--- src/design/tfn_pkg.sv ---
package tfn_pkg;

    localparam int COORD_BITS_DEF       = 16;
    localparam int NORMAL_FRAC_BITS_DEF = 14;

    // After block scaling the largest magnitude sits in [2^29, 2^30).
    localparam int SCALE_TOP  = 29;
    localparam int A_W        = SCALE_TOP + 1;
    localparam int S_W        = 2 * A_W + 2;
    localparam int L_W        = S_W / 2;
    localparam int REM_W      = L_W + 2;
    localparam int SQRT_STEPS = L_W;

    typedef logic [2:0][A_W-1:0] t_avec;

    typedef struct packed {
        logic       deg;
        logic [2:0] sgn;
        t_avec      a;
    } t_sq_side;

    typedef struct packed {
        logic [REM_W-1:0] rem;
        logic [L_W-1:0]   root;
        logic [S_W-1:0]   rad;
    } t_sq_work;

    typedef struct packed {
        logic           deg;
        logic [2:0]     sgn;
        logic [L_W-1:0] len;
    } t_div_side;

endpackage

--- src/design/tfn_sqrt_cell.sv ---
module tfn_sqrt_cell (
    input  logic               i_clk,
    input  logic               i_rst_n,
    input  logic               i_valid,
    input  tfn_pkg::t_sq_side  i_side,
    input  tfn_pkg::t_sq_work  i_work,
    output logic               o_valid,
    output tfn_pkg::t_sq_side  o_side,
    output tfn_pkg::t_sq_work  o_work
);

    localparam int RW = tfn_pkg::REM_W;
    localparam int LW = tfn_pkg::L_W;
    localparam int SW = tfn_pkg::S_W;

    logic              r_valid;
    tfn_pkg::t_sq_side r_side;
    tfn_pkg::t_sq_work r_work;
    tfn_pkg::t_sq_work n_work;
    logic [RW+1:0]     rsh;
    logic [RW+1:0]     trial;
    logic [RW+1:0]     diff;
    logic              fit;

    // One root bit per cell: bring down two radicand bits, try 4*root+1.
    always_comb begin
        rsh   = {i_work.rem, i_work.rad[SW-1 -: 2]};
        trial = {2'b00, i_work.root, 2'b01};
        diff  = rsh - trial;
        fit   = (rsh >= trial);
        n_work.rem  = fit ? diff[RW-1:0] : rsh[RW-1:0];
        n_work.root = {i_work.root[LW-2:0], fit};
        n_work.rad  = {i_work.rad[SW-3:0], 2'b00};
    end

    always_ff @(posedge i_clk) begin
        if (!i_rst_n) begin
            r_valid <= 1'b0;
        end else begin
            r_valid <= i_valid;
        end
    end

    always_ff @(posedge i_clk) begin
        r_side <= i_side;
        r_work <= n_work;
    end

    assign o_valid = r_valid;
    assign o_side  = r_side;
    assign o_work  = r_work;

endmodule

--- config.mk ---
export PLATFORM = sky130hd
export DESIGN_NAME = tfn_sqrt_cell
export DESIGN_NICKNAME = d
export VERILOG_FILES = /design/src/design/tfn_pkg.sv /design/src/design/tfn_sqrt_cell.sv
export SDC_FILE = /design/constraint.sdc
export NUM_CORES = 1
export LEC_CHECK = 0
export BUFFER_PORTS_ARGS = -buffer_cell sky130_fd_sc_hd__buf_2
export CORE_AREA = 5 5 167 169
export DETAILED_ROUTE_END_ITERATION = 8
export DIE_AREA = 0 0 172 174
export GPL_TIMING_DRIVEN = 0
export PLACE_DENSITY_LB_ADDON = 0.2
export SYNTH_ARGS = -nofsm -noshare
export SYNTH_HDL_FRONTEND = slang
export SYNTH_SLANG_ARGS = --single-unit
--- constraint.sdc ---
create_clock -name i_clk -period 3.6 [get_ports i_clk]
set_input_delay 0 -clock i_clk [delete_from_list [all_inputs] [get_ports i_clk]]
set_output_delay 0 -clock i_clk [all_outputs]
set_load 0.01 [all_outputs]
# Yosys cells after proc, flatten, opt, wreduce, memory -nomap -nowiden
# Index checks and enable logic that the tools add are counted.
dict set report classes {
  n_addsub 1
  multipliers 0
  div_mod_pow 0
  n_lt_le_gt_ge 1
  eq_ne 0
  shifts 0
  n_mux 1
  bitwise 0
  reduce_logical 0
}
# cell count
set op_table {}
lappend op_table {{35-bit by 33-bit greater-or-equal comparator with 1-bit output} 1}
lappend op_table {{33-bit 2-to-1 mux} 1}
lappend op_table {{33-bit subtractor} 1}
dict set report word_totals {
  register_bits 219
  latchBits 0
  ramBits 0
  rom_bits 0
  out_inout_bits 221
  word_cells 12
  memories 0
}

# Depth between registers and ports, before layout
dict set report logic_depth {
  depth_word 2
  mapped_depth 14
  ltp_nobuf 10
}

# Worst setup path before layout
# OpenSTA, ideal clock, no wires.
dict set report synth_timing {
  path_type {input -> register}
  startpoint {input port i_work[92] (netlist bit)}
  endpoint {register r_work, in the netlist o_work[102]}
  arrival_time_ps 2164
  required_ps 3479
  setup_slack_ps 1314
  cell_stages 12
  n_path_buf 3
  path_cell_list {inv_1 ha_1 nor3b_2 nand4_1 or4_1 o21a_1 buf_6 o21a_4 buf_12 inv_12 buf_12 mux2_4}
}
# item line
set synth_lines {}
lappend synth_lines {{from (decl)} tfn_sqrt_cell.sv:6} ;# input tfn_pkg::t_sq_work i_work,
lappend synth_lines {{to (signal assigned)} tfn_sqrt_cell.sv:46} ;# r_work <= n_work;
lappend synth_lines {{to (decl)} tfn_sqrt_cell.sv:18} ;# tfn_pkg::t_sq_work r_work;

==> flow_summary.toml <==
[worst_setup_path]
cp_slowest_cell = "dlygate4sd3_1"
cpMostUsedCell = "buf_12"
slowest_delay_ns = 0.56
start_kind = "input port"
cp_top_family = "compound AO/OA/AOI/OAI gates"
cp-end-kind = "register"
arrival_ns = 3.25
cp_cell_sequence = "dlygate4sd3_1 -> buf_2 -> inv_1 -> ha_1 -> o211ai_2 -> a21oi_4 -> o21ai_2 -> o2111ai_2 -> a41oi_4 -> o21a_4 -> buf_12 -> inv_12 -> buf_12 -> mux2_4"
cp.required_ns = 3.99
crit_buf_inv = 6
crit_fanout = 10
critical_path_class = "in -> reg"

[timing]
drv_slew = 0
hold_viol_final = 0
finalCritPeriodShare_pct = 79.4
rsz0062_at_grt = "no"
fin_hold_ws_ns = 0.0950
fmax_ghz = 0.350
tightest_slew_ns = 0.726
relSlewSlack_pct = 50.3
setup_tns_ns = 0
setup_ws_ns = 0.742
period_minus_slack_ns = 2.86
setup_viol = 0

[placement]
hpwl_um = 23500
io_buffers = 441
gp_congestion = 0.891
dpl_worst_slack_ns = 0.742

[clock_tree]
cts_buffers = 25
htree_levels = 1
cts.sinks = 219
cts_setup_buffers = 0
cts_tree = "built"
cts_buffer_depth = 3
clk_pin_slew_ns = 0.06
root_buffer = "clkbuf_16"

[synth]
syn_area_um2 = 7160
synthCells = 609
seq_area_frac_synth_pct = 61.2
postSynth.asyncResetShare_pct = 0
synth_area_per_cell_um2 = 11.8
yosys_warnings = 0
ys.flop_type = "dfxtp_1"
ys_ff_latch = 219
synth-edff-count = 0
netlist-cell-type-count = 60

[floorplan]
die_h_um = 174
start_util_pct = 27.1
dieArea_um2 = 29900
coreArea_um2 = 26400
dieWidth_um = 172
rows = 60
io_pins = 444

[finish]
num-fill-cells = 2412
multi_input_area_um2 = 2440
final_cell_mix = "buf_2 (446), dlygate4sd3_1 (219), dfxtp_1 (219)"
fin_nets = 1553
fin_util_pct = 48.7
drive_gt1_share_pct = 40.5
final-seq-area_um2 = 4380
layout_commonest_cell = "buf_2"
syn2layout_area_growth_pct = 79.9

[global_routing]
grt_pass1_wl_um = 45000
overflow = 0
grt_pass1_vias = 7495
grt_start_max_net_pins = 14
antenna_found_initial = 7
grt_usage_pct = 19.5

[pwr]
p_leak_uw = 0.00623
total_power_uw = 6560
max-vdd-ir-drop_mv = 0.472
pwr_density_cell_nw_per_um2 = 510

[routing]
post_drt_wl_per_cell_um = 18.8
drc = 0
firstDrtPassIters = 4
ant_nets = 0
drt-initial-drc-count = 285
vias = 7160
routed_wl_um = 31200
routed_via_density = 4.32

[worst_hold_path]
hp-class = "in -> reg"

[flow_run]
drv_cap = 0

[run_status]
status = "complete, no violations"
==> tightest hold or removal path, cell delays in order <==
cell	delay, ns
buf_2	0.09
a2111oi_0	0.06
o21a_1	0.11
buf_6	0.14
o211ai_1	0.08
o31ai_1	0.07
==> metal layers <==
layer / share of wire, % / global-route usage [%]
met1: 39 / 22.8
met2: 48 / 33.7
met3: 7.7 / 4.46
met4: 5.2 / 8.78
met5: 0.13 / 0
==> logic make-up after synthesis <==
logic type | count (synthesis) | share of synthesized area, %
flip-flops | 219 | 61.2
AO/OA/AOI/OAI | 127 | 12.4
AND/OR/NAND/NOR | 112 | 7.67
buffers and inverters | 65 | 4.67
adder cells (fa/ha/maj) | 33 | 5.77
multiplexers | 28 | 5.28
XOR/XNOR | 24 | 2.94
other | 1 | 0.0524
==> metrics by stage <==
| stage | instances | area, um^2 |
|---|---|---|
| floorplan | 610 | 7160 |
| global placement | 1392 | 9800 |
| detailed placement | 1392 | 9800 |
| CTS | 1654 | 12900 |
| global route | 1658 | 12900 |
| finish | 1659 | 12900 |
==> worst paths after layout <==
check / slack [ns] / depth (start not counted) / end / startpoint
worst max-delay path: 0.74 / 14 / o_work[115]$_DFF_P_ / i_work[63]
worst min-delay path: 0.1 / 6 / o_work[121]$_DFF_P_ / i_work[125]
==> area by class of cell <==
cell class	count	area share [%]
antenna	5	0.0972
buffer	14	1.01
clock buffer	33	5.56
clock inverter	10	1.23
inverter	51	1.58
multi-input combinational	326	19.0
sequential	219	34.1
tap	341	3.31
timing repair buffer	660	34.2
==> synth_stat cells (all sizes together), types with 4 or more instances <==
cell type / number / area share [%]
and3: 4 / 0.35
mux2i: 4 / 0.56
mux2: 24 / 4.7
ha: 33 / 5.8
inv: 51 / 2.8
xnor2: 22 / 2.7
nand4: 7 / 0.70
a211o: 4 / 0.51
a21oi: 41 / 3.2
a211oi: 5 / 0.59
nor4: 5 / 0.44
nor3: 11 / 0.77
dfxtp: 219 / 61
o31ai: 6 / 0.63
nand2b: 6 / 0.52
a21o: 4 / 0.42
buf: 12 / 1.7
o211ai: 11 / 1.2
o21ai: 23 / 1.7
nand2: 30 / 1.6
o21bai: 5 / 0.52
o21a: 8 / 0.94
nand3: 12 / 0.84
nor2: 27 / 1.4
==> sequential cells by signal (all words and copies together), names as in the netlist <==
name     count
o_valid      1
o_side      94
o_work     124
==> repair_timing <==
item,in CTS,in global routing
hold endpoints to repair,218,0
hold buffers,219,0
resized for setup,0,0
==> power breakdown <==
group,switching (uW),leakage (uW),internal [uW],total (uW)
sequential,45.7,0.00185,2620,2660
clock,1010,0.000427,1680,2680
combinational,598,0.00396,618,1220
Power figures use the tool's default switching activity.
