<file path="config.mk">
export PLATFORM = sky130hd
export DESIGN_NAME = tfn_div_cell
export DESIGN_NICKNAME = d
export VERILOG_FILES = /design/src/design/tfn_pkg.sv /design/src/design/tfn_div_cell.sv
export SDC_FILE = /design/constraint.sdc
export NUM_CORES = 1
export LEC_CHECK = 0
export BUFFER_PORTS_ARGS = -buffer_cell sky130_fd_sc_hd__buf_2
export CAP_MARGIN = 20
export CORE_ASPECT_RATIO = 1.75
export CORE_MARGIN = 2
export CORE_UTILIZATION = 51
export CTS_BUF_LIST = sky130_fd_sc_hd__clkbuf_16
export CTS_CLUSTER_SIZE = 24
export DETAILED_ROUTE_END_ITERATION = 8
export PLACE_DENSITY = 0.82
export SLEW_MARGIN = 0
export SYNTH_ARGS = -nofsm -noshare
export SYNTH_HDL_FRONTEND = slang
export SYNTH_SLANG_ARGS = --single-unit
</file>
<file path="constraint.sdc">
create_clock -name i_clk -period 3.3 [get_ports i_clk]
set_input_delay 0.33 -clock i_clk [delete_from_list [all_inputs] [get_ports i_clk]]
set_output_delay 0.33 -clock i_clk [all_outputs]
set_load 0.02 [all_outputs]
</file>
<file path="src/design/tfn_pkg.sv">
package tfn_pkg;

    localparam int COORD_BITS_DEF       = 16;
    localparam int NORMAL_FRAC_BITS_DEF = 14;

    // After block scaling the largest magnitude sits in [2^29, 2^30).
    localparam int SCALE_TOP  = 29;
    localparam int A_W        = SCALE_TOP + 1;
    localparam int S_W        = 2 * A_W + 2;
    localparam int L_W        = S_W / 2;
    localparam int REM_W      = L_W + 2;
    localparam int SQRT_STEPS = L_W;

    typedef logic [2:0][A_W-1:0] t_avec;

    typedef struct packed {
        logic       deg;
        logic [2:0] sgn;
        t_avec      a;
    } t_sq_side;

    typedef struct packed {
        logic [REM_W-1:0] rem;
        logic [L_W-1:0]   root;
        logic [S_W-1:0]   rad;
    } t_sq_work;

    typedef struct packed {
        logic           deg;
        logic [2:0]     sgn;
        logic [L_W-1:0] len;
    } t_div_side;

endpackage

</file>
<file path="src/design/tfn_div_cell.sv">
module tfn_div_cell #(
    parameter int NORMAL_FRAC_BITS = tfn_pkg::NORMAL_FRAC_BITS_DEF
) (
    input  logic                                   i_clk,
    input  logic                                   i_rst_n,
    input  logic                                   i_valid,
    input  tfn_pkg::t_div_side                     i_side,
    input  logic [2:0][tfn_pkg::L_W-1:0]           i_rem,
    input  logic [2:0][NORMAL_FRAC_BITS:0]         i_nq,
    output logic                                   o_valid,
    output tfn_pkg::t_div_side                     o_side,
    output logic [2:0][tfn_pkg::L_W-1:0]           o_rem,
    output logic [2:0][NORMAL_FRAC_BITS:0]         o_nq
);

    localparam int F  = NORMAL_FRAC_BITS;
    localparam int LW = tfn_pkg::L_W;

    logic                          r_valid;
    tfn_pkg::t_div_side            r_side;
    logic [2:0][LW-1:0]            r_rem;
    logic [2:0][F:0]               r_nq;
    logic [2:0][LW-1:0]            n_rem;
    logic [2:0][F:0]               n_nq;
    logic [2:0][LW:0]              r2;
    logic [2:0][LW:0]              diff;
    logic [2:0]                    ge;

    // Shift in the next dividend bit, subtract the length where it fits;
    // quotient bits fill in from the bottom as dividend bits leave the top.
    always_comb begin
        for (int j = 0; j < 3; j++) begin
            r2[j]    = {i_rem[j], i_nq[j][F]};
            diff[j]  = r2[j] - {1'b0, i_side.len};
            ge[j]    = (r2[j] >= {1'b0, i_side.len});
            n_rem[j] = ge[j] ? diff[j][LW-1:0] : r2[j][LW-1:0];
            n_nq[j]  = {i_nq[j][F-1:0], ge[j]};
        end
    end

    always_ff @(posedge i_clk) begin
        if (!i_rst_n) begin
            r_valid <= 1'b0;
        end else begin
            r_valid <= i_valid;
        end
    end

    always_ff @(posedge i_clk) begin
        r_side <= i_side;
        r_rem  <= n_rem;
        r_nq   <= n_nq;
    end

    assign o_valid = r_valid;
    assign o_side  = r_side;
    assign o_rem   = r_rem;
    assign o_nq    = r_nq;

endmodule

</file>
After elaboration in Yosys (flattened, before gate mapping)
Index checks and enable logic that the tools add are counted.
{"block": "word_totals", "register_bits": 174, "out_inout_bits": 174, "word_cells": 19}
{"block": "op_classes", "add_sub_neg": 3, "magnitude_cmp": 3, "n_mux": 3}
{"operator": ">= comparator 32 x 31 -> 1 bit", "count": 3}
{"operator": "two-way mux 31 bit", "count": 3}
{"operator": "subtractor 31 bit", "count": 3}

Depth between registers and ports, before layout
{"block": "depth", "word_depth": 2, "mapped_depth": 13, "ltp_nobuf": 12}

Least setup slack after synthesis
OpenSTA, ideal clock, no wires.
{"block": "synth_timing", "path_type": "input port to flip-flop", "start": "input port i_side[11] (netlist bit)", "end": "register r_rem, in the netlist o_rem[19]", "setup_ps": 123, "t_arrival_ps": 2597, "t_required_ps": 3177, "slack_ps": 579, "cell_stages": 10, "path_buffers": 1, "cell_sequence": "inv_1 ha_1 a21o_1 a2111oi_1 a32oi_1 o211ai_2 nand4_1 a2111o_1 buf_4 mux2_1"}
{"element": "start: declaration", "line": "tfn_div_cell.sv:7", "rtl": "input tfn_pkg::t_div_side i_side,"}
{"element": "end signal: assignment", "line": "tfn_div_cell.sv:51", "rtl": "r_rem <= n_rem;"}
{"element": "end: declaration", "line": "tfn_div_cell.sv:21", "rtl": "logic [2:0][LW-1:0] r_rem;"}

==> metrics.txt <==
# TYPE chip_impl_metric gauge
chip_impl_metric{name="portion_of_netlist_area_occupied_by_mux_cells",unit="%"} 1.86
chip_impl_metric{name="p_leak",unit="uW"} 0.00639
chip_impl_info{name="status",value="finished clean"} 1
chip_impl_info{name="synth_top_family_by_area",value="compound AO/OA/AOI/OAI gates"} 1
chip_impl_metric{name="synthSimpleGateAreaFrac",unit="%"} 15.4
chip_impl_metric{name="critical-path-max-stage-delay",unit="ns"} 0.55
chip_impl_metric{name="cts_num_sinks",unit=""} 174
chip_impl_metric{name="synth.yosys.warnings",unit=""} 0
chip_impl_metric{name="postSynthCellCount",unit=""} 1131
chip_impl_metric{name="preCtsSetupSlack",unit="ns"} 0.135
chip_impl_metric{name="number_of_buffers_created_by_cts",unit=""} 17
chip_impl_metric{name="setup_violators_final",unit=""} 0
chip_impl_info{name="crit_chain",value="dlygate4sd3_1, buf_2, inv_1, ha_1, or4_1, o211ai_1, o31ai_2, a31oi_2, o21ai_1, a2111o_1, o221a_2"} 1
chip_impl_metric{name="synthesis.area_per_instance",unit="um^2"} 8.58
chip_impl_metric{name="max-cap-violations",unit=""} 0
chip_impl_metric{name="yosys.area_share.xor_xnor",unit="%"} 6.23
chip_impl_info{name="ys_top_cells_by_area",value="dfxtp_1 (36%), ha_1 (12%), a21oi_1 (5.5%)"} 1
chip_impl_info{name="postSynth.topFlopCell",value="dfxtp_1"} 1
chip_impl_metric{name="ys_seq_area_share",unit="%"} 35.9
chip_impl_metric{name="synth_top_cell_area_share",unit="%"} 35.9
chip_impl_metric{name="drt_first_iter_violations",unit=""} 653
chip_impl_info{name="setup.worst_path.class",value="input port to flop"} 1
chip_impl_metric{name="worst_slack",unit="ns"} 0.173
chip_impl_metric{name="flow.area_growth_from_synthesis",unit="%"} 36.0
chip_impl_metric{name="num-fill-cells",unit=""} 1500
chip_impl_metric{name="maximum_number_of_pins_on_one_net_before_global_route_repair",unit=""} 38
chip_impl_metric{name="final_nets",unit=""} 1832
chip_impl_metric{name="via_per_inst",unit=""} 5.64
chip_impl_metric{name="io_pins",unit=""} 350
chip_impl_metric{name="clock_tree.buffer_depth",unit=""} 2
chip_impl_metric{name="synth_compound_area_share",unit="%"} 24.2
chip_impl_metric{name="io_buffers",unit=""} 349
chip_impl_metric{name="detailedPlacementHpwl",unit="um"} 26300
chip_impl_metric{name="period_minus_slack",unit="ns"} 3.13
chip_impl_metric{name="htree_levels",unit=""} 4
chip_impl_metric{name="grt-ovfl-total",unit=""} 0
chip_impl_metric{name="timing.slew.headroom",unit="%"} 66.0
chip_impl_info{name="end_kind",value="flop"} 1
chip_impl_info{name="critical_path.startpoint_type",value="input port"} 1
chip_impl_metric{name="detailedRoute.firstPassIterationCount",unit=""} 6
chip_impl_metric{name="cts.clk_slew.worst_paths",unit="ns"} 0.07
chip_impl_metric{name="critPathRequiredTime",unit="ns"} 3.63
chip_impl_metric{name="die_y",unit="um"} 186
chip_impl_metric{name="synth.ff_latch_count",unit=""} 174
chip_impl_metric{name="crit_path_max_fanout",unit=""} 4
chip_impl_metric{name="wire_length_of_the_first_global_routing_pass",unit="um"} 51200
chip_impl_info{name="hp-start",value="i_side[10]"} 1
chip_impl_metric{name="vdd_ir_drop_max",unit="V"} 0.000455
chip_impl_metric{name="routabilityCongestion",unit=""} 0.965
chip_impl_metric{name="synth-adder-area-share",unit="%"} 12.6
chip_impl_info{name="path_delay_family",value="compound AO/OA/AOI/OAI gates"} 1
chip_impl_info{name="hold_critical_path_endpoint",value="o_side[10]"} 1
chip_impl_metric{name="via_count_of_the_first_global_routing_pass",unit=""} 10100
chip_impl_metric{name="path_buf_inv",unit=""} 3
chip_impl_metric{name="grt_antenna_before_repair",unit=""} 2
chip_impl_metric{name="grt_usage",unit="%"} 32.9
chip_impl_metric{name="totalWireLength",unit="um"} 34300
chip_impl_metric{name="synth_edf_count",unit=""} 0
chip_impl_info{name="cts.root.buffer_cell",value="clkbuf_16"} 1
chip_impl_info{name="timing.critical_path.slowest_stage_cell",value="or4_1"} 1
chip_impl_metric{name="utilization",unit="%"} 70.7
chip_impl_metric{name="max_slew.worst_pin.slew",unit="ns"} 0.504
chip_impl_metric{name="whs_path_depth",unit=""} 1
chip_impl_info{name="timing.hold.worst.class",value="input port to flop"} 1
chip_impl_metric{name="power_per_cell_area",unit="mW/mm^2"} 516
chip_impl_metric{name="detailroute.via_count",unit=""} 10200
chip_impl_metric{name="design.die.area",unit="mm^2"} 0.0202
chip_impl_metric{name="synth_nets",unit=""} 1403
chip_impl_metric{name="min_period_over_period",unit="%"} 94.8
chip_impl_info{name="post_synth_most_frequent_cells",value="dfxtp_1 (174), a21oi_1 (107), nand2_1 (96), nor2_1 (95), ha_1 (93)"} 1
chip_impl_metric{name="synth_cell_types",unit=""} 69
chip_impl_metric{name="post_drt_wl_per_cell",unit="um"} 18.9
chip_impl_metric{name="slew_viol_final",unit=""} 0
chip_impl_metric{name="core",unit="mm^2"} 0.0187
chip_impl_metric{name="syn_area",unit="mm^2"} 0.00970
chip_impl_metric{name="crit_arrival",unit="ns"} 3.46
chip_impl_metric{name="initial_standard_cell_utilization_of_the_core",unit="%"} 52.0
chip_impl_metric{name="post_synth_arst_share",unit="%"} 0
chip_impl_metric{name="dieWidth",unit="um"} 108
chip_impl_metric{name="hold_violations",unit=""} 0
chip_impl_metric{name="num_rows",unit=""} 66
chip_impl_metric{name="final_layout_size_suffix_gt1_share",unit="%"} 27.9
chip_impl_metric{name="place.detailed.instances",unit=""} 1708
chip_impl_info{name="tritoncts_clock_tree",value="done"} 1
chip_impl_info{name="synth_most_common_cell",value="dfxtp_1"} 1
chip_impl_metric{name="drc",unit=""} 0
chip_impl_info{name="yosysTopAreaCell",value="dfxtp_1"} 1
chip_impl_metric{name="finish.cell_count_without_fillers",unit=""} 1813
chip_impl_metric{name="ant_nets",unit=""} 0
chip_impl_metric{name="max_freq",unit="MHz"} 320
cells by family after synthesis:
kind of cell,Yosys count
compound gates,362
xor+xnor,69
fa+ha+maj,96
buf+inv,94
flops,174
mux,16
simple gates,320
worst max-delay path by stage:
stage / startpoint / to / cells past startpoint / slack (ns)
2_1_floorplan: i_side[11] / o_rem[19] / 10 / 0.58
3_3_place_gp: i_side[8] / o_rem[30] / 12 / 0.18
3_5_place_dp: i_side[8] / o_rem[30] / 12 / 0.13
4_1_cts: i_side[8] / o_rem[30] / 13 / 0.02
5_1_grt: i_side[26] / o_rem[60] / 13 / -0.01
6_report: i_side[6] / o_rem[89] / 11 / 0.17
layout make-up:
type	instances	area, um^2	area share (%)
diodes	2	5.00	0.0379
clock buffers	17	425	3.22
clock inverters	15	161	1.22
inverters	62	239	1.81
multi-input cells	863	5940	45.0
flip-flops and latches	174	3480	26.4
well taps	238	298	2.26
repair buffers	442	2640	20.0
state kept, by name, summed over array words and instances, names as in the netlist:
| signal | cells |
|---|---|
| o_side | 35 |
| o_nq | 45 |
| o_valid | 1 |
| o_rem | 93 |
through the flow:
step                power, uW  hold WS [ns]  area, um^2  TNS, ns
CTS                      6760      0.000728       13100        0
detailed placement       4690         0.434       11800        0
floorplan                3930         0.358        9700        0
finish                   6810        0.0133       13200        0
global placement         4660         0.432       11800        0
global route             7120     0.0000895       13200  -0.0248
layer usage:
| layer | wire, um | global-route usage [%] | up-vias |
|---|---|---|---|
| li1 | - | - | 4953 |
| met1 | 11500 | 30.9 | 4665 |
| met2 | 17800 | 59.9 | 458 |
| met3 | 1950 | 5.73 | 144 |
| met4 | 2960 | 27.2 | 2 |
| met5 | 7 | 0 | - |
placed cells by master, fill, tap and decap left out, types with 11 or more instances in the layout:
master         count
nor2_1            95
dlygate4sd3_1     68
o21ai_0           72
xnor2_1           34
nand4_1           15
ha_1              91
nor2b_1           11
a21oi_1          107
and3_1            13
o21bai_1          11
nand3_1           23
a211oi_1          19
a21o_1            46
mux2_1            13
nor3_1            16
dfxtp_1          174
o31ai_1           13
xor2_1            35
a31oi_1           13
clkbuf_16         17
and2_1            12
buf_2            349
buf_4             23
nand2_1           96
inv_1             58
where the power goes:
group | switching [uW] | internal, uW
Clock | 899 | 1130
Combinational | 1410 | 897
Sequential | 75.4 | 2390
Total | 2390 | 4420
timing repair:
item,4_1_cts,5_1_grt
hold endpoints to repair,67,1
resized for setup,0,20
endpoints found under the setup margin,0,29
hold buffers,67,1
setup buffers,0,3
No activity file was read; power rests on OpenSTA's default activity.
